===== config.mk =====
export PLATFORM = sky130hd
export DESIGN_NAME = panel_serial_message_parser
export DESIGN_NICKNAME = d
export VERILOG_FILES = /design/src/psmp_pkg.sv /design/src/panel_serial_message_parser.sv /design/src/psmp_cfg_regs.sv /design/src/psmp_core.sv
export SDC_FILE = /design/constraint.sdc
export NUM_CORES = 1
export LEC_CHECK = 0
export BUFFER_PORTS_ARGS = -buffer_cell sky130_fd_sc_hd__buf_2
export CAP_MARGIN = 10
export CORE_MARGIN = 3
export CORE_UTILIZATION = 52
export DETAILED_ROUTE_END_ITERATION = 8
export PLACE_DENSITY = 0.78
export SLEW_MARGIN = 10
export SYNTH_ARGS = -nofsm -noshare
export SYNTH_HDL_FRONTEND = slang
export SYNTH_SLANG_ARGS = --single-unit

===== constraint.sdc =====
create_clock -name aclk -period 4.15 [get_ports aclk]
set_input_delay 1.0375 -clock aclk [delete_from_list [all_inputs] [get_ports aclk]]
set_output_delay 1.0375 -clock aclk [all_outputs]
set_load 0.03 [all_outputs]

===== src/psmp_pkg.sv =====
package psmp_pkg;

    // parser states of panel mode
    typedef enum logic [3:0] {
        ST_IDLE    = 4'd0,
        ST_PRESS   = 4'd1,
        ST_RELEASE = 4'd2,
        ST_VERSION = 4'd3,
        ST_IDENT   = 4'd4,
        ST_PAGE    = 4'd5,
        ST_MEMORY  = 4'd6,
        ST_ICONS   = 4'd7,
        ST_FIELDS  = 4'd8,
        ST_PERR    = 4'd9,
        ST_SWITCH  = 4'd10,
        ST_IP      = 4'd11
    } parse_state_t;

    // result kinds
    localparam logic [2:0] KIND_NONE  = 3'd0;
    localparam logic [2:0] KIND_KEY   = 3'd1;
    localparam logic [2:0] KIND_INFO  = 3'd2;
    localparam logic [2:0] KIND_CARD  = 3'd3;
    localparam logic [2:0] KIND_ACK   = 3'd4;
    localparam logic [2:0] KIND_ENTER = 3'd5;
    localparam logic [2:0] KIND_LEAVE = 3'd6;

    // error codes
    localparam logic [2:0] ERR_NONE     = 3'd0;
    localparam logic [2:0] ERR_LINE     = 3'd1;
    localparam logic [2:0] ERR_LEAD     = 3'd2;
    localparam logic [2:0] ERR_INTERNAL = 3'd3;
    localparam logic [2:0] ERR_PANEL    = 3'd4;
    localparam logic [2:0] ERR_SWITCH   = 3'd5;

    // info field codes
    localparam logic [2:0] FLD_VERSION = 3'd0;
    localparam logic [2:0] FLD_IDENT   = 3'd1;
    localparam logic [2:0] FLD_PAGE    = 3'd2;
    localparam logic [2:0] FLD_MEMORY  = 3'd3;
    localparam logic [2:0] FLD_ICONS   = 3'd4;
    localparam logic [2:0] FLD_FIELDS  = 3'd5;
    localparam logic [2:0] FLD_IP      = 3'd6;

    // configuration register indexes
    localparam logic [1:0] CFG_BREAK_READY = 2'd0;
    localparam logic [1:0] CFG_BAUD_READY  = 2'd1;
    localparam logic [1:0] CFG_ESCAPE_BYTE = 2'd2;
    localparam logic [1:0] CFG_SWITCH_BYTE = 2'd3;

    localparam logic [7:0] ESCAPE_RESET = 8'd27;
    localparam logic [7:0] SWITCH_RESET = 8'd3;

    // characters of the panel protocol
    localparam logic [7:0] CH_PRESS   = 8'h52;  // 'R'
    localparam logic [7:0] CH_RELEASE = 8'h72;  // 'r'
    localparam logic [7:0] CH_VERSION = 8'h56;  // 'V'
    localparam logic [7:0] CH_IDENT   = 8'h69;  // 'i'
    localparam logic [7:0] CH_PAGE    = 8'h41;  // 'A'
    localparam logic [7:0] CH_MEMORY  = 8'h4D;  // 'M'
    localparam logic [7:0] CH_IP      = 8'h4E;  // 'N'
    localparam logic [7:0] CH_ICONS   = 8'h70;  // 'p'
    localparam logic [7:0] CH_FIELDS  = 8'h74;  // 't'
    localparam logic [7:0] CH_PERR    = 8'h45;  // 'E'
    localparam logic [7:0] CH_SKIP    = 8'h53;  // 'S'
    localparam logic [7:0] CH_ACK     = 8'h06;
    localparam logic [7:0] CH_SW1     = 8'h0F;
    localparam logic [7:0] CH_SW2     = 8'h0E;
    localparam logic [7:0] CH_CR      = 8'h0D;
    localparam logic [7:0] KEY_NONE   = 8'hFF;

    typedef struct packed {
        logic       break_ready;
        logic       baud_ready;
        logic [7:0] escape_byte;
        logic [7:0] switch_byte;
    } cfg_t;

    // running decimal value, stop set once a non-digit ended it
    typedef struct packed {
        logic       stop;
        logic [7:0] val;
    } digit_t;

    typedef struct packed {
        logic [2:0] kind;
        logic [7:0] value;
        logic [2:0] info_field;
        logic [3:0] info_index;
        logic       info_last;
        logic [2:0] error_code;
        logic [6:0] panel_error;
        logic       card_mode;
    } result_t;

    // one decimal digit step, value kept modulo 256
    function automatic digit_t num_feed(digit_t acc, logic [7:0] c);
        digit_t r;
        logic [7:0] d;
        r = acc;
        d = c - 8'h30;
        if (!acc.stop) begin
            if (c >= 8'h30 && c <= 8'h39) begin
                r.val = {acc.val[4:0], 3'b000} + {acc.val[6:0], 1'b0} + d;
            end else begin
                r.stop = 1'b1;
            end
        end
        return r;
    endfunction

endpackage


===== src/panel_serial_message_parser.sv =====
// path: input register, combinational parser step, result register on m_*
// throughput: one byte per cycle, one result per byte, while m_ready drains
//   the result register; the parser state registers update with each moved beat
// reset: synchronous active-low aresetn clears both valid flags, the parser
//   state and the configuration registers (escape 27, switch 3)
module panel_serial_message_parser #(
    parameter int IP_MAX = 16
) (
    input  logic       aclk,
    input  logic       aresetn,
    input  logic       s_valid,
    output logic       s_ready,
    input  logic [7:0] s_rx_byte,
    input  logic       s_line_error,
    output logic       m_valid,
    input  logic       m_ready,
    output logic [2:0] m_kind,
    output logic [7:0] m_value,
    output logic [2:0] m_info_field,
    output logic [3:0] m_info_index,
    output logic       m_info_last,
    output logic [2:0] m_error_code,
    output logic [6:0] m_panel_error,
    output logic       m_card_mode,
    input  logic       cfg_we,
    input  logic [1:0] cfg_index,
    input  logic [7:0] cfg_wdata
);
    import psmp_pkg::*;

    cfg_t       cfg;
    result_t    res;
    result_t    out_reg;
    logic       in_vld_reg;
    logic [7:0] in_byte_reg;
    logic       in_err_reg;
    logic       out_vld_reg;
    logic       advance;

    // configuration registers
    psmp_cfg_regs u_cfg (
        .aclk      (aclk),
        .aresetn   (aresetn),
        .cfg_we    (cfg_we),
        .cfg_index (cfg_index),
        .cfg_wdata (cfg_wdata),
        .cfg       (cfg)
    );

    // a beat moves on when the output register is free or drained
    assign advance = in_vld_reg && (!out_vld_reg || m_ready);
    assign s_ready = !in_vld_reg || advance;

    // input register
    always_ff @(posedge aclk) begin
        if (!aresetn) begin
            in_vld_reg <= 1'b0;
        end else if (s_ready) begin
            in_vld_reg <= s_valid;
        end
    end

    always_ff @(posedge aclk) begin
        if (s_valid && s_ready) begin
            in_byte_reg <= s_rx_byte;
            in_err_reg  <= s_line_error;
        end
    end

    psmp_core #(
        .IP_MAX (IP_MAX)
    ) u_core (
        .aclk       (aclk),
        .aresetn    (aresetn),
        .step       (advance),
        .rx_byte    (in_byte_reg),
        .line_error (in_err_reg),
        .cfg        (cfg),
        .res        (res)
    );

    // result register
    always_ff @(posedge aclk) begin
        if (!aresetn) begin
            out_vld_reg <= 1'b0;
        end else if (advance) begin
            out_vld_reg <= 1'b1;
        end else if (m_ready) begin
            out_vld_reg <= 1'b0;
        end
    end

    always_ff @(posedge aclk) begin
        if (advance) begin
            out_reg <= res;
        end
    end

    assign m_valid       = out_vld_reg;
    assign m_kind        = out_reg.kind;
    assign m_value       = out_reg.value;
    assign m_info_field  = out_reg.info_field;
    assign m_info_index  = out_reg.info_index;
    assign m_info_last   = out_reg.info_last;
    assign m_error_code  = out_reg.error_code;
    assign m_panel_error = out_reg.panel_error;
    assign m_card_mode   = out_reg.card_mode;

endmodule


===== src/psmp_cfg_regs.sv =====
module psmp_cfg_regs (
    input  logic            aclk,
    input  logic            aresetn,
    input  logic            cfg_we,
    input  logic [1:0]      cfg_index,
    input  logic [7:0]      cfg_wdata,
    output psmp_pkg::cfg_t  cfg
);
    import psmp_pkg::*;

    cfg_t cfg_reg;
    cfg_t cfg_next;

    // register write decode
    always_comb begin
        cfg_next = cfg_reg;
        if (cfg_we) begin
            case (cfg_index)
                CFG_BREAK_READY: cfg_next.break_ready = cfg_wdata[0];
                CFG_BAUD_READY:  cfg_next.baud_ready  = cfg_wdata[0];
                CFG_ESCAPE_BYTE: cfg_next.escape_byte = cfg_wdata;
                CFG_SWITCH_BYTE: cfg_next.switch_byte = cfg_wdata;
                default:         cfg_next = cfg_reg;
            endcase
        end
    end

    always_ff @(posedge aclk) begin
        if (!aresetn) begin
            cfg_reg.break_ready <= 1'b0;
            cfg_reg.baud_ready  <= 1'b0;
            cfg_reg.escape_byte <= ESCAPE_RESET;
            cfg_reg.switch_byte <= SWITCH_RESET;
        end else begin
            cfg_reg <= cfg_next;
        end
    end

    assign cfg = cfg_reg;

endmodule


===== src/psmp_core.sv =====
module psmp_core #(
    parameter int IP_MAX = 16
) (
    input  logic              aclk,
    input  logic              aresetn,
    input  logic              step,
    input  logic [7:0]        rx_byte,
    input  logic              line_error,
    input  psmp_pkg::cfg_t    cfg,
    output psmp_pkg::result_t res
);
    import psmp_pkg::*;

    localparam int CW = $clog2(IP_MAX);
    localparam logic [CW-1:0] IP_LIMIT = CW'(IP_MAX - 1);
    localparam logic [CW-1:0] CNT_ONE  = CW'(1);

    parse_state_t  st_reg, st_next;
    logic [CW-1:0] cnt_reg, cnt_next;
    digit_t        acc_reg, acc_next;
    logic          card_reg, card_next;
    logic          esc_reg, esc_next;

    logic [31:0]   cnt_wide;
    logic [2:0]    fld;
    logic [2:0]    last_idx;
    logic          done;
    digit_t        fed;

    assign cnt_wide = 32'(cnt_reg);
    assign fed      = num_feed(acc_reg, rx_byte);

    // field code and final index of fixed-length info strings
    always_comb begin
        case (st_reg)
            ST_VERSION: begin fld = FLD_VERSION; last_idx = 3'd7; end
            ST_IDENT:   begin fld = FLD_IDENT;   last_idx = 3'd7; end
            ST_PAGE:    begin fld = FLD_PAGE;    last_idx = 3'd2; end
            ST_MEMORY:  begin fld = FLD_MEMORY;  last_idx = 3'd4; end
            ST_ICONS:   begin fld = FLD_ICONS;   last_idx = 3'd2; end
            ST_FIELDS:  begin fld = FLD_FIELDS;  last_idx = 3'd2; end
            default:    begin fld = FLD_IP;      last_idx = 3'd0; end
        endcase
        done = (cnt_reg >= CW'(last_idx));
    end

    // per-byte parse: next state and result
    always_comb begin
        st_next   = st_reg;
        cnt_next  = cnt_reg;
        acc_next  = acc_reg;
        card_next = card_reg;
        esc_next  = esc_reg;
        res       = '0;
        if (card_reg) begin
            // card mode unstuffing
            if (line_error) begin
                card_next      = 1'b0;
                st_next        = ST_IDLE;
                res.kind       = KIND_LEAVE;
                res.error_code = ERR_LINE;
            end else if (rx_byte == cfg.escape_byte) begin
                if (esc_reg) begin
                    esc_next  = 1'b0;
                    res.kind  = KIND_CARD;
                    res.value = rx_byte;
                end else begin
                    esc_next = 1'b1;
                end
            end else if (rx_byte == cfg.switch_byte && esc_reg) begin
                esc_next  = 1'b0;
                card_next = 1'b0;
                res.kind  = KIND_LEAVE;
            end else begin
                res.kind  = KIND_CARD;
                res.value = rx_byte;
            end
        end else if (line_error) begin
            st_next   = ST_IDLE;
            res.kind  = KIND_KEY;
            res.value = KEY_NONE;
            if (cfg.break_ready) begin
                res.error_code = ERR_LINE;
            end
        end else if (cfg.baud_ready) begin
            case (st_reg)
                ST_IDLE: begin
                    // lead character decode
                    cnt_next = '0;
                    acc_next = '0;
                    case (rx_byte)
                        CH_PRESS:   st_next = ST_PRESS;
                        CH_RELEASE: st_next = ST_RELEASE;
                        CH_VERSION: begin
                            res.kind       = KIND_INFO;
                            res.value      = rx_byte;
                            res.info_field = FLD_VERSION;
                            cnt_next       = CNT_ONE;
                            st_next        = ST_VERSION;
                        end
                        CH_IDENT:   st_next = ST_IDENT;
                        CH_PAGE:    st_next = ST_PAGE;
                        CH_MEMORY:  st_next = ST_MEMORY;
                        CH_IP:      st_next = ST_IP;
                        CH_ICONS:   st_next = ST_ICONS;
                        CH_FIELDS:  st_next = ST_FIELDS;
                        CH_PERR:    st_next = ST_PERR;
                        CH_SKIP:    st_next = ST_IDLE;
                        CH_ACK:     res.kind = KIND_ACK;
                        CH_SW1:     st_next = ST_SWITCH;
                        default: begin
                            if (cfg.break_ready) begin
                                res.error_code = ERR_LEAD;
                            end
                        end
                    endcase
                end
                ST_PRESS, ST_RELEASE: begin
                    // three key digits, the third digit finishes the code
                    if (cnt_reg >= CW'(2)) begin
                        res.kind = KIND_KEY;
                        if (st_reg == ST_RELEASE || fed.val == 8'd0) begin
                            res.value = KEY_NONE;
                        end else begin
                            res.value = fed.val;
                        end
                        st_next = ST_IDLE;
                    end else begin
                        acc_next = fed;
                        cnt_next = cnt_reg + CNT_ONE;
                    end
                end
                ST_VERSION, ST_IDENT, ST_PAGE, ST_MEMORY, ST_ICONS, ST_FIELDS: begin
                    res.kind       = KIND_INFO;
                    res.value      = rx_byte;
                    res.info_field = fld;
                    res.info_index = cnt_wide[3:0];
                    res.info_last  = done;
                    if (done) begin
                        st_next = ST_IDLE;
                    end else begin
                        cnt_next = cnt_reg + CNT_ONE;
                    end
                end
                ST_PERR: begin
                    // waits here until error reporting is on; the byte taken then is the second digit
                    if (cnt_reg >= CNT_ONE) begin
                        if (cfg.break_ready) begin
                            res.error_code  = ERR_PANEL;
                            res.panel_error = fed.val[6:0];
                            st_next         = ST_IDLE;
                        end
                    end else begin
                        acc_next = fed;
                        cnt_next = CNT_ONE;
                    end
                end
                ST_SWITCH: begin
                    if (rx_byte == CH_SW2) begin
                        card_next = 1'b1;
                        res.kind  = KIND_ENTER;
                    end else begin
                        res.error_code = ERR_SWITCH;
                    end
                    st_next = ST_IDLE;
                end
                ST_IP: begin
                    if (rx_byte == CH_IDENT) begin
                        cnt_next = '0;
                    end else if (rx_byte == CH_CR) begin
                        res.kind       = KIND_INFO;
                        res.info_field = FLD_IP;
                        res.info_index = cnt_wide[3:0];
                        res.info_last  = 1'b1;
                        st_next        = ST_IDLE;
                    end else if (cnt_reg < IP_LIMIT) begin
                        res.kind       = KIND_INFO;
                        res.value      = rx_byte;
                        res.info_field = FLD_IP;
                        res.info_index = cnt_wide[3:0];
                        cnt_next       = cnt_reg + CNT_ONE;
                    end
                end
                default: begin
                    if (cfg.break_ready) begin
                        res.error_code = ERR_INTERNAL;
                        st_next        = ST_IDLE;
                    end
                end
            endcase
        end
        res.card_mode = card_next;
    end

    // parser state advances once per processed beat
    always_ff @(posedge aclk) begin
        if (!aresetn) begin
            st_reg   <= ST_IDLE;
            cnt_reg  <= '0;
            acc_reg  <= '0;
            card_reg <= 1'b0;
            esc_reg  <= 1'b0;
        end else if (step) begin
            st_reg   <= st_next;
            cnt_reg  <= cnt_next;
            acc_reg  <= acc_next;
            card_reg <= card_next;
            esc_reg  <= esc_next;
        end
    end

endmodule


Yosys cells after proc, flatten, opt, wreduce, memory -nomap -nowiden
Cells that the tools add are included.
{"block": "word_totals", "inputBits": 24, "output_inout_bits": 32, "register_bits": 78, "elab_cells": 191}
{"block": "classes", "reduce_logical": 33, "n_lt_le_gt_ge": 6, "mux": 77, "bitwise": 6, "add_sub_neg": 4, "eq_ne": 43}
{"cell": "8-bit by 7-bit == test with 1-bit output (second input constant)", "n": 11}
{"cell": "4-bit two-way mux", "n": 16}
{"cell": "4-bit one-hot mux with 12 select lines", "n": 1}
{"cell": "11-bit two-way mux", "n": 4}
{"cell": "8-bit two-way mux", "n": 5}
{"cell": "9-bit two-way mux", "n": 4}
{"cell": "8-bit one-hot mux with 4 select lines", "n": 1}
{"cell": "10-bit two-way mux", "n": 3}
{"cell": "29-bit two-way mux", "n": 1}
{"cell": "9-bit one-hot mux with 3 select lines", "n": 1}
{"cell": "8-bit by 4-bit == test with 1-bit output (second input constant)", "n": 3}
{"cell": "4-bit one-hot mux with 6 select lines", "n": 1}
{"cell": "3-bit two-way mux", "n": 7}
{"cell": "4-bit one-hot mux with 5 select lines", "n": 1}
{"cell": "19-bit two-way mux", "n": 1}
{"cell": "1-bit two-way mux", "n": 18}
{"cell": "3-bit one-hot mux with 3 select lines", "n": 2}
{"cell": "3-bit one-hot mux with 6 select lines", "n": 1}
{"cell": "17-bit two-way mux", "n": 1}
{"cell": "8-bit adder", "n": 2}
{"cell": "4-bit by 3-bit == test with 1-bit output (second input constant)", "n": 4}
{"cell": "4-bit == test (second input constant)", "n": 4}
{"cell": "8-bit == test", "n": 2}
{"cell": "3-bit by 2-bit inequality test with 1-bit output (second input constant)", "n": 5}
{"cell": "other kinds (43)", "n": 70}

Longest topological paths before layout
Gate-level depths: netlist of the first run.
{"block": "logic_depth", "word_depth": 12, "mapped_depth": 14, "mapped_depth_nobuf": 13}

Hierarchy
Synthesis of the first run repeated with hierarchy kept, for this count alone.
{"block": "unflattened", "hier_cells": 506, "area_unflattened_um2": 4921.0}
{"module": "psmp_core", "area_per_inst_um2": 2875.3, "cells_per_inst": 380, "seq_area_each_um2": 380.4, "instances": 1}
{"module": "panel_serial_message_parser", "area_per_inst_um2": 1275.0, "cells_per_inst": 48, "seq_area_each_um2": 1211.2, "instances": 1}
{"module": "psmp_cfg_regs", "area_per_inst_um2": 770.7, "cells_per_inst": 78, "seq_area_each_um2": 360.3, "instances": 1}

Worst setup path before layout of the first run
OpenSTA, ideal clock, no wires.
{"block": "synth_path", "path_kind": "register -> register", "startpoint": "register in_byte_reg[3]", "endpoint": "register out_reg (netlist bit m_value[0]) (data pin)", "period_less_slack_ns": 3.695, "required_ns": 4.005, "t_arrival_ns": 3.550, "stages_incl_launch_ff": 13, "n_path_buf": 1, "setup_ns": 0.145, "path_slack_ns": 0.455, "path_cell_list": "edfxtp_1 buf_2 inv_1 fa_1 inv_1 ha_1 ha_1 fa_1 or4_1 or4_4 o31ai_4 a21oi_1 o21ai_1"}
{"item": "start: declaration", "line_no": "panel_serial_message_parser.sv:35", "text": "logic [7:0] in_byte_reg;"}
{"item": "start signal: assignment", "line_no": "panel_serial_message_parser.sv:65", "text": "in_byte_reg <= s_rx_byte;"}
{"item": "end signal: assignment", "line_no": "panel_serial_message_parser.sv:95", "text": "out_reg <= res;"}
{"item": "end: declaration", "line_no": "panel_serial_message_parser.sv:33", "text": "result_t out_reg;"}

==> metrics.txt, run 1 <==
# TYPE chip_impl_metric gauge
chip_impl_metric{name="largest_incremental_delay_on_the_critical_path",unit="ns"} 0.52
chip_impl_metric{name="core",unit="um^2"} 8720
chip_impl_metric{name="clock_period_minus_final_worst_setup_slack",unit="ns"} 3.79
chip_impl_metric{name="worst_skew_pair.late_latency",unit="ns"} 0.35
chip_impl_metric{name="ios",unit=""} 56
chip_impl_info{name="synth.area.top_cells",value="sky130_fd_sc_hd__edfxtp_1 (25%), sky130_fd_sc_hd__dfxtp_1 (17%), sky130_fd_sc_hd__nand2_1 (5.1%)"} 1
chip_impl_metric{name="register_to_register_setup_slack",unit="ns"} 0.36
chip_impl_metric{name="post_drt_via_cell_ratio",unit=""} 5.86
chip_impl_metric{name="detailed_place_hpwl",unit="um"} 8230
chip_impl_metric{name="critPathMaxFanout",unit=""} 6
chip_impl_metric{name="finish.cell_count_without_fillers",unit=""} 681
chip_impl_metric{name="postCtsSetupBuffers",unit=""} 0
chip_impl_metric{name="layout-drive-gt1-share",unit="%"} 15.9
chip_impl_metric{name="min_period_over_period",unit="%"} 91.4
chip_impl_info{name="final_common_cell",value="sky130_fd_sc_hd__nand2_1"} 1
chip_impl_metric{name="post-place-cells",unit=""} 665
chip_impl_metric{name="grt_util_met3",unit="%"} 4.22
chip_impl_metric{name="hold_viol",unit=""} 0
chip_impl_metric{name="grt_max_degree",unit=""} 32
chip_impl_metric{name="clk_transition_reported_paths",unit="ns"} 0.08
chip_impl_info{name="rr_endpoint",value="m_value[0]"} 1
chip_impl_metric{name="total_power",unit="mW"} 1.59
chip_impl_metric{name="worst_path_bufs_invs",unit=""} 2
chip_impl_metric{name="post-route-util",unit="%"} 60.2
chip_impl_info{name="reg_to_reg_critical_path_startpoint",value="u_core.acc_reg[0]"} 1
chip_impl_metric{name="area_taken_by_multi_input_logic_gates",unit="um^2"} 2530
chip_impl_metric{name="ys_async_sr_fraction",unit="%"} 0
chip_impl_metric{name="globalRouteMet2Util",unit="%"} 34.2
chip_impl_metric{name="p_switching",unit="mW"} 0.404
chip_impl_metric{name="detail_route.first_pass.iterations",unit=""} 7
chip_impl_metric{name="vias_in_the_first_global_route",unit=""} 3655
chip_impl_info{name="timing.critical_path.from_type",value="register"} 1
chip_impl_metric{name="setup-violations-final",unit=""} 0
chip_impl_metric{name="worst-r2r-cell-count",unit=""} 11
chip_impl_metric{name="cts-hold-fix-buffers",unit=""} 0
chip_impl_metric{name="ys_seq_elements",unit=""} 78
chip_impl_metric{name="fin_tns_setup",unit="ns"} 0
chip_impl_metric{name="seq_power_share",unit="%"} 53.6
chip_impl_metric{name="wl_per_cell",unit="um"} 16.3
chip_impl_info{name="root_buffer",value="sky130_fd_sc_hd__clkbuf_8"} 1
chip_impl_metric{name="tritoncts_buffers",unit=""} 9
chip_impl_info{name="path_class",value="register to register"} 1
chip_impl_metric{name="numClockSinks",unit=""} 78
chip_impl_metric{name="yosysSeqAreaShare",unit="%"} 41.6
chip_impl_metric{name="part_of_the_power_in_combinational_logic",unit="%"} 10.7
chip_impl_metric{name="largest_register_ffs",unit=""} 18
chip_impl_metric{name="first_drt_iteration_drcs",unit=""} 395
chip_impl_metric{name="grt_pass1_wl",unit="um"} 18300
chip_impl_metric{name="drc_errors",unit=""} 0
chip_impl_info{name="gr-max-usage-layer",value="met2"} 1
chip_impl_metric{name="die_area",unit="um^2"} 10200
chip_impl_info{name="crit_path_top_delay_cell",value="sky130_fd_sc_hd__or4_1"} 1
chip_impl_metric{name="chipWidth",unit="um"} 101
chip_impl_metric{name="p_leak",unit="nW"} 2.06
chip_impl_metric{name="initial_core_utilization",unit="%"} 53.8
chip_impl_metric{name="netlist_area",unit="um^2"} 4690
chip_impl_metric{name="ir_drop",unit="mV"} 0.203
chip_impl_info{name="worst_setup_path_startpoint",value="u_core.acc_reg[0]"} 1
chip_impl_metric{name="rows",unit=""} 34
chip_impl_metric{name="fin_skew",unit="ns"} 0.0133
chip_impl_metric{name="groute.usage.overall",unit="%"} 22.5
chip_impl_metric{name="drtAntennaViolNets",unit=""} 0
chip_impl_metric{name="actual_slew_at_the_worst_max_slew_pin",unit="ns"} 0.771
chip_impl_info{name="critPathTopFamily",value="adder cells"} 1
chip_impl_metric{name="cp.required",unit="ns"} 4.35
chip_impl_metric{name="grt_overflow",unit=""} 0
chip_impl_metric{name="nets",unit=""} 615
chip_impl_metric{name="port_buffers",unit=""} 55
chip_impl_metric{name="insertedDiodeCount",unit=""} 0
chip_impl_metric{name="finalMaxSlewViolations",unit=""} 0
chip_impl_info{name="worst_setup_path_end_kind",value="register"} 1
chip_impl_metric{name="cts_repair_resize_count",unit=""} 0
chip_impl_metric{name="clock_power_share",unit="%"} 35.7
chip_impl_metric{name="final.fill_count",unit=""} 780
chip_impl_metric{name="timing.fmax",unit="GHz"} 0.264
chip_impl_metric{name="worst_slew_margin_rel",unit="%"} 48.5
chip_impl_metric{name="holdPathStages",unit=""} 2
chip_impl_info{name="tritoncts",value="built"} 1
chip_impl_metric{name="dieHeight",unit="um"} 101
chip_impl_metric{name="power_per_cell_area",unit="nW/um^2"} 302
chip_impl_info{name="hold_path.class",value="register to register"} 1
chip_impl_info{name="timing.hold.worst_endpoint",value="u_cfg.cfg[6]"} 1
chip_impl_metric{name="synth_cell_types",unit=""} 74
chip_impl_metric{name="synth_enable_flop_cells",unit=""} 39
chip_impl_info{name="ys_dominant_reg_cell",value="sky130_fd_sc_hd__edfxtp_1"} 1
chip_impl_info{name="post-synth-top-area-cell",value="sky130_fd_sc_hd__edfxtp_1"} 1
chip_impl_info{name="cp_cell_sequence",value="inv_1 -> fa_1 -> inv_1 -> ha_1 -> ha_1 -> fa_1 -> or4_1 -> or4_4 -> o31ai_4 -> a21oi_1 -> o21ai_1"} 1
chip_impl_metric{name="ff_latch_area",unit="um^2"} 1950
chip_impl_metric{name="dr_total_vias",unit=""} 3993
chip_impl_metric{name="grt.met1_usage",unit="%"} 31.7
chip_impl_metric{name="syn_area_per_cell",unit="um^2"} 9.07
chip_impl_metric{name="drv.max_cap_violation_count",unit=""} 0
chip_impl_metric{name="p_int",unit="mW"} 1.18
chip_impl_metric{name="synthesis.nets",unit=""} 564
chip_impl_metric{name="cp_data_arrival_time",unit="ns"} 4.00
chip_impl_metric{name="clk_path_buf_depth",unit=""} 2
chip_impl_metric{name="area_growth_syn_to_layout",unit="%"} 12.0
chip_impl_metric{name="h-tree-depth",unit=""} 3
chip_impl_metric{name="synth_top_area_share",unit="%"} 25.0
chip_impl_metric{name="gp_congestion",unit=""} 1.04
chip_impl_metric{name="grt_antenna_before_repair",unit=""} 0
chip_impl_info{name="unrepaired_setup_endpoints_after_global_routing",value="no"} 1
chip_impl_info{name="most-common-layout-cells",value="sky130_fd_sc_hd__nand2_1 (64), sky130_fd_sc_hd__buf_2 (55), sky130_fd_sc_hd__nor2_1 (45)"} 1
chip_impl_metric{name="swShare",unit="%"} 25.4
chip_impl_info{name="timing.hold.worst.start",value="u_cfg.cfg[6]"} 1
chip_impl_info{name="outcome",value="finished, final reports clean"} 1
chip_impl_metric{name="drt-total-wl",unit="um"} 11100
chip_impl_metric{name="ys_warn_count",unit=""} 0
chip_impl_metric{name="synthCells",unit=""} 517
-- cell usage after synthesis, types with 2 or more instances --
cell                        instances
sky130_fd_sc_hd__nand4b_1           2
sky130_fd_sc_hd__nor4_1             7
sky130_fd_sc_hd__nand3_1           24
sky130_fd_sc_hd__a211oi_1           4
sky130_fd_sc_hd__inv_1             24
sky130_fd_sc_hd__a22o_1             2
sky130_fd_sc_hd__clkbuf_1          12
sky130_fd_sc_hd__mux2_2             2
sky130_fd_sc_hd__nor2b_1           16
sky130_fd_sc_hd__nor3b_1            3
sky130_fd_sc_hd__a22oi_1            8
sky130_fd_sc_hd__or3_1              2
sky130_fd_sc_hd__or4_1              3
sky130_fd_sc_hd__dfxtp_1           39
sky130_fd_sc_hd__and3_1             5
sky130_fd_sc_hd__o21a_1             2
sky130_fd_sc_hd__xor2_1            19
sky130_fd_sc_hd__mux2i_1            6
sky130_fd_sc_hd__or2_2              3
sky130_fd_sc_hd__ha_1              18
sky130_fd_sc_hd__a31o_1             4
sky130_fd_sc_hd__o211ai_1           2
sky130_fd_sc_hd__buf_4              2
sky130_fd_sc_hd__a31oi_1            6
sky130_fd_sc_hd__and2_1             7
sky130_fd_sc_hd__nor3_1            14
sky130_fd_sc_hd__buf_2              8
sky130_fd_sc_hd__o2bb2ai_1          2
sky130_fd_sc_hd__and3b_1            2
sky130_fd_sc_hd__nor2_1            45
sky130_fd_sc_hd__o21bai_1           2
sky130_fd_sc_hd__nand3b_1           2
sky130_fd_sc_hd__xnor2_1            7
sky130_fd_sc_hd__a21oi_1           30
sky130_fd_sc_hd__nand2b_1           7
sky130_fd_sc_hd__nand4_1            6
sky130_fd_sc_hd__nand2_1           64
sky130_fd_sc_hd__fa_1               5
sky130_fd_sc_hd__o21ai_1            6
sky130_fd_sc_hd__edfxtp_1          39
sky130_fd_sc_hd__o21ai_0           18
sky130_fd_sc_hd__a21o_1             5
sky130_fd_sc_hd__buf_1              2
-- cells by family after synthesis --
logic type,share of synthesized area [%]
AO/OA/AOI/OAI,15.8
XOR/XNOR,5.34
adder cells (fa/ha/maj),6.94
buffers and inverters,4.30
flip-flops,41.6
multiplexers,1.76
AND/OR/NAND/NOR,24.3
-- power groups by stage --
stage	sequential, mW	clock [mW]	combinational (mW)
after floorplan	0.888	0	0.0933
after global placement	0.868	0	0.164
after detailed placement	0.869	0	0.169
after CTS	0.851	0.569	0.170
after global routing	0.854	0.608	0.187
final	0.851	0.566	0.170
-- through the flow --
stage | cell area (um^2) | hold slack (ns) | worst slack (ns)
after CTS | 5250 | 0.478 | 0.385
after global routing | 5250 | 0.493 | 0.216
after global placement | 5060 | 0.460 | 0.542
after floorplan | 4690 | 0.448 | 0.455
final | 5250 | 0.475 | 0.356
after detailed placement | 5060 | 0.468 | 0.410
-- worst min-delay path, delay by kind of cell, from the launching register on --
family | cells | cell delay [ns]
flip-flops | 1 | 0.32
AND/OR/NAND/NOR | 1 | 0.05
AO/OA/AOI/OAI | 1 | 0.05
-- routing by layer --
| layer | vias up | wire length, um |
|---|---|---|
| met3 | 22 | 789 |
| met1 | 1846 | 5040 |
| met2 | 161 | 5040 |
| met5 | - | 0 |
| met4 | 0 | 246 |
| li1 | 1964 | - |
-- cell type report --
cell class | count | share of cell area [%]
multi-input cells | 390 | 48.3
flip-flops and latches | 78 | 37.2
repair buffers | 64 | 6.53
clock buffers | 11 | 2.69
well taps | 108 | 2.57
inverters | 25 | 1.79
clock inverters | 5 | 0.953
-- worst max-delay path by stage --
| stage | end | slack, ns | cells after the start |
|---|---|---|---|
| 2_1_floorplan | m_value[0] | 0.46 | 12 |
| 3_3_place_gp | m_value[0] | 0.54 | 11 |
| 3_5_place_dp | m_value[0] | 0.41 | 11 |
| 4_1_cts | m_value[0] | 0.39 | 11 |
| 5_1_grt | m_value[0] | 0.22 | 11 |
| 6_report | m_value[0] | 0.36 | 11 |
Note: power is estimated with default switching activity, not from simulation.
==> run 2: changes to the inputs <==
- GPL_TIMING_DRIVEN: unset -> 0
==> metrics.txt, run 2 (same netlist as run 1, synthesis figures left out) <==
# TYPE chip_impl_metric gauge
chip_impl_metric{name="seq_power_share",unit="%"} 49.8
chip_impl_metric{name="setup-violations-final",unit=""} 0
chip_impl_metric{name="min_period_over_period",unit="%"} 95.2
chip_impl_metric{name="cp.required",unit="ns"} 4.37
chip_impl_metric{name="numClockSinks",unit=""} 78
chip_impl_metric{name="grt_antenna_before_repair",unit=""} 0
chip_impl_metric{name="wl_per_cell",unit="um"} 16.6
chip_impl_metric{name="rows",unit=""} 34
chip_impl_metric{name="gp_congestion",unit=""} 0.930
chip_impl_info{name="unrepaired_setup_endpoints_after_global_routing",value="no"} 1
chip_impl_metric{name="initial_core_utilization",unit="%"} 53.8
chip_impl_metric{name="post_drt_via_cell_ratio",unit=""} 5.81
chip_impl_metric{name="grt_overflow",unit=""} 0
chip_impl_metric{name="tritoncts_buffers",unit=""} 9
chip_impl_metric{name="cp_data_arrival_time",unit="ns"} 4.17
chip_impl_metric{name="vias_in_the_first_global_route",unit=""} 3748
chip_impl_metric{name="drtAntennaViolNets",unit=""} 0
chip_impl_metric{name="p_leak",unit="nW"} 2.09
chip_impl_metric{name="detailed_place_hpwl",unit="um"} 8860
chip_impl_info{name="most-common-layout-cells",value="sky130_fd_sc_hd__nand2_1 (64), sky130_fd_sc_hd__buf_2 (62), sky130_fd_sc_hd__nor2_1 (45)"} 1
chip_impl_metric{name="grt_max_degree",unit=""} 33
chip_impl_metric{name="core",unit="um^2"} 8720
chip_impl_metric{name="actual_slew_at_the_worst_max_slew_pin",unit="ns"} 1.16
chip_impl_metric{name="worst_skew_pair.late_latency",unit="ns"} 0.36
chip_impl_metric{name="p_int",unit="mW"} 1.29
chip_impl_metric{name="fin_skew",unit="ns"} 0.00935
chip_impl_metric{name="post-route-util",unit="%"} 61.2
chip_impl_metric{name="nets",unit=""} 630
chip_impl_metric{name="final.fill_count",unit=""} 745
chip_impl_metric{name="port_buffers",unit=""} 55
chip_impl_metric{name="detail_route.first_pass.iterations",unit=""} 5
chip_impl_metric{name="largest_register_ffs",unit=""} 18
chip_impl_info{name="final_common_cell",value="sky130_fd_sc_hd__nand2_1"} 1
chip_impl_metric{name="clk_path_buf_depth",unit=""} 2
chip_impl_metric{name="clock_power_share",unit="%"} 40.1
chip_impl_metric{name="die_area",unit="um^2"} 10200
chip_impl_metric{name="cts_repair_resize_count",unit=""} 0
chip_impl_metric{name="drc_errors",unit=""} 0
chip_impl_metric{name="worst_slew_margin_rel",unit="%"} 22.1
chip_impl_info{name="tritoncts",value="built"} 1
chip_impl_info{name="crit_path_top_delay_cell",value="sky130_fd_sc_hd__fa_1"} 1
chip_impl_metric{name="swShare",unit="%"} 24.4
chip_impl_metric{name="hold_viol",unit=""} 0
chip_impl_info{name="root_buffer",value="sky130_fd_sc_hd__clkbuf_8"} 1
chip_impl_metric{name="finalMaxSlewViolations",unit=""} 0
chip_impl_metric{name="insertedDiodeCount",unit=""} 0
chip_impl_metric{name="groute.usage.overall",unit="%"} 23.4
chip_impl_info{name="worst_setup_path_end_kind",value="register"} 1
chip_impl_metric{name="timing.fmax",unit="GHz"} 0.253
chip_impl_metric{name="cts-hold-fix-buffers",unit=""} 0
chip_impl_metric{name="h-tree-depth",unit=""} 3
chip_impl_info{name="outcome",value="finished, final reports clean"} 1
chip_impl_metric{name="postCtsSetupBuffers",unit=""} 0
chip_impl_metric{name="placement.setup.worst_slack",unit="ns"} 0.149
chip_impl_metric{name="clock_period_minus_final_worst_setup_slack",unit="ns"} 3.95
chip_impl_metric{name="timing.hold.ws",unit="ns"} 0.474
chip_impl_metric{name="dieHeight",unit="um"} 101
chip_impl_metric{name="first_drt_iteration_drcs",unit=""} 248
chip_impl_metric{name="p_switching",unit="mW"} 0.416
chip_impl_metric{name="largest_incremental_delay_on_the_critical_path",unit="ns"} 0.54
chip_impl_metric{name="drt-total-wl",unit="um"} 11500
chip_impl_info{name="timing.critical_path.from_type",value="register"} 1
chip_impl_metric{name="dr_total_vias",unit=""} 4046
chip_impl_metric{name="chipWidth",unit="um"} 101
chip_impl_metric{name="worst_path_bufs_invs",unit=""} 3
chip_impl_metric{name="area_growth_syn_to_layout",unit="%"} 13.9
chip_impl_metric{name="ff_latch_area",unit="um^2"} 1950
chip_impl_metric{name="critPathMaxFanout",unit=""} 10
chip_impl_metric{name="area_taken_by_multi_input_logic_gates",unit="um^2"} 2530
chip_impl_metric{name="grt_pass1_wl",unit="um"} 18800
chip_impl_metric{name="ios",unit=""} 56
chip_impl_metric{name="part_of_the_power_in_combinational_logic",unit="%"} 10.1
chip_impl_info{name="path_class",value="register to register"} 1
chip_impl_info{name="critPathTopFamily",value="adder cells"} 1
chip_impl_metric{name="layout-drive-gt1-share",unit="%"} 15.8
chip_impl_metric{name="ir_drop",unit="mV"} 0.209
chip_impl_info{name="hold_path.class",value="register to register"} 1
chip_impl_metric{name="clk_transition_reported_paths",unit="ns"} 0.08
chip_impl_metric{name="timing.final.ws_setup",unit="ns"} 0.199
chip_impl_metric{name="fin_tns_setup",unit="ns"} 0
chip_impl_info{name="cp_cell_sequence",value="buf_4 -> inv_1 -> fa_1 -> inv_1 -> ha_1 -> ha_1 -> fa_1 -> or4_1 -> or4_4 -> o31ai_4 -> a21oi_1 -> nand3_1"} 1
chip_impl_metric{name="power_per_cell_area",unit="nW/um^2"} 319
chip_impl_metric{name="drv.max_cap_violation_count",unit=""} 0
[run 2: cell count changes in the layout (fill, tap and decap cells not counted)]
cell,delta
sky130_fd_sc_hd__clkinv_1,+1
sky130_fd_sc_hd__buf_2,+7
sky130_fd_sc_hd__bufinv_16,+2
sky130_fd_sc_hd__inv_1,-1
sky130_fd_sc_hd__clkbuf_1,+11
sky130_fd_sc_hd__buf_1,+2
sky130_fd_sc_hd__buf_4,-6
sky130_fd_sc_hd__clkinv_2,-1
sky130_fd_sc_hd__clkinvlp_4,+1
sky130_fd_sc_hd__clkbuf_8,-1
[run 2: cell type report]
| cell class | count | area share, % |
|---|---|---|
| Clock buffer | 9 | 2.32 |
| Clock inverter | 7 | 2.11 |
| Sequential cell | 78 | 36.6 |
| Buffer | 24 | 2.06 |
| Timing Repair Buffer | 55 | 5.16 |
| Multi-Input combinational cell | 390 | 47.5 |
| Tap cell | 108 | 2.53 |
| Inverter | 25 | 1.76 |
[run 2: power groups by stage]
stage	logic [mW]	clock network [mW]	registers (mW)
final	0.172	0.683	0.849
after global routing	0.190	0.723	0.852
after CTS	0.172	0.686	0.849
after detailed placement	0.172	0	0.867
after global placement	0.168	0	0.866
after floorplan	0.0933	0	0.888
[run 2: worst register-to-register path, cell delays in order (launching register included)]
cell	delay, ns
sky130_fd_sc_hd__edfxtp_1	0.37
sky130_fd_sc_hd__buf_4	0.20
sky130_fd_sc_hd__inv_1	0.11
sky130_fd_sc_hd__fa_1	0.54
sky130_fd_sc_hd__inv_1	0.05
sky130_fd_sc_hd__ha_1	0.28
sky130_fd_sc_hd__ha_1	0.24
sky130_fd_sc_hd__fa_1	0.49
sky130_fd_sc_hd__or4_1	0.51
sky130_fd_sc_hd__or4_4	0.45
sky130_fd_sc_hd__o31ai_4	0.31
sky130_fd_sc_hd__a21oi_1	0.16
sky130_fd_sc_hd__nand3_1	0.11
[run 2: final timing paths]
check | start | cells past startpoint | slack (ns) | to
setup reg to reg | in_byte_reg[3] | 12 | 0.20 | m_value[6]
hold / removal | u_cfg.cfg[4] | 2 | 0.47 | u_cfg.cfg[4]
setup / recovery | in_byte_reg[3] | 12 | 0.20 | m_value[6]
hold reg to reg | u_cfg.cfg[4] | 2 | 0.47 | u_cfg.cfg[4]
[run 2: per-stage QoR]
| step | power (mW) | std cells | instance area (um^2) |
|---|---|---|---|
| finish | 1.70 | 696 | 5340 |
| global route | 1.76 | 696 | 5340 |
| CTS | 1.71 | 696 | 5340 |
| detailed placement | 1.04 | 680 | 5100 |
| global placement | 1.03 | 680 | 5100 |
| floorplan | 0.982 | 517 | 4690 |
[run 2: per-layer routing]
| layer | share of wire [%] | vias up | track usage, % |
|---|---|---|---|
| li1 | - | 1992 | - |
| met1 | 46 | 1900 | 32.7 |
| met2 | 46 | 133 | 36.8 |
| met3 | 6.0 | 21 | 3.88 |
| met4 | 2.1 | 0 | 8.18 |
| met5 | 0 | - | 0 |
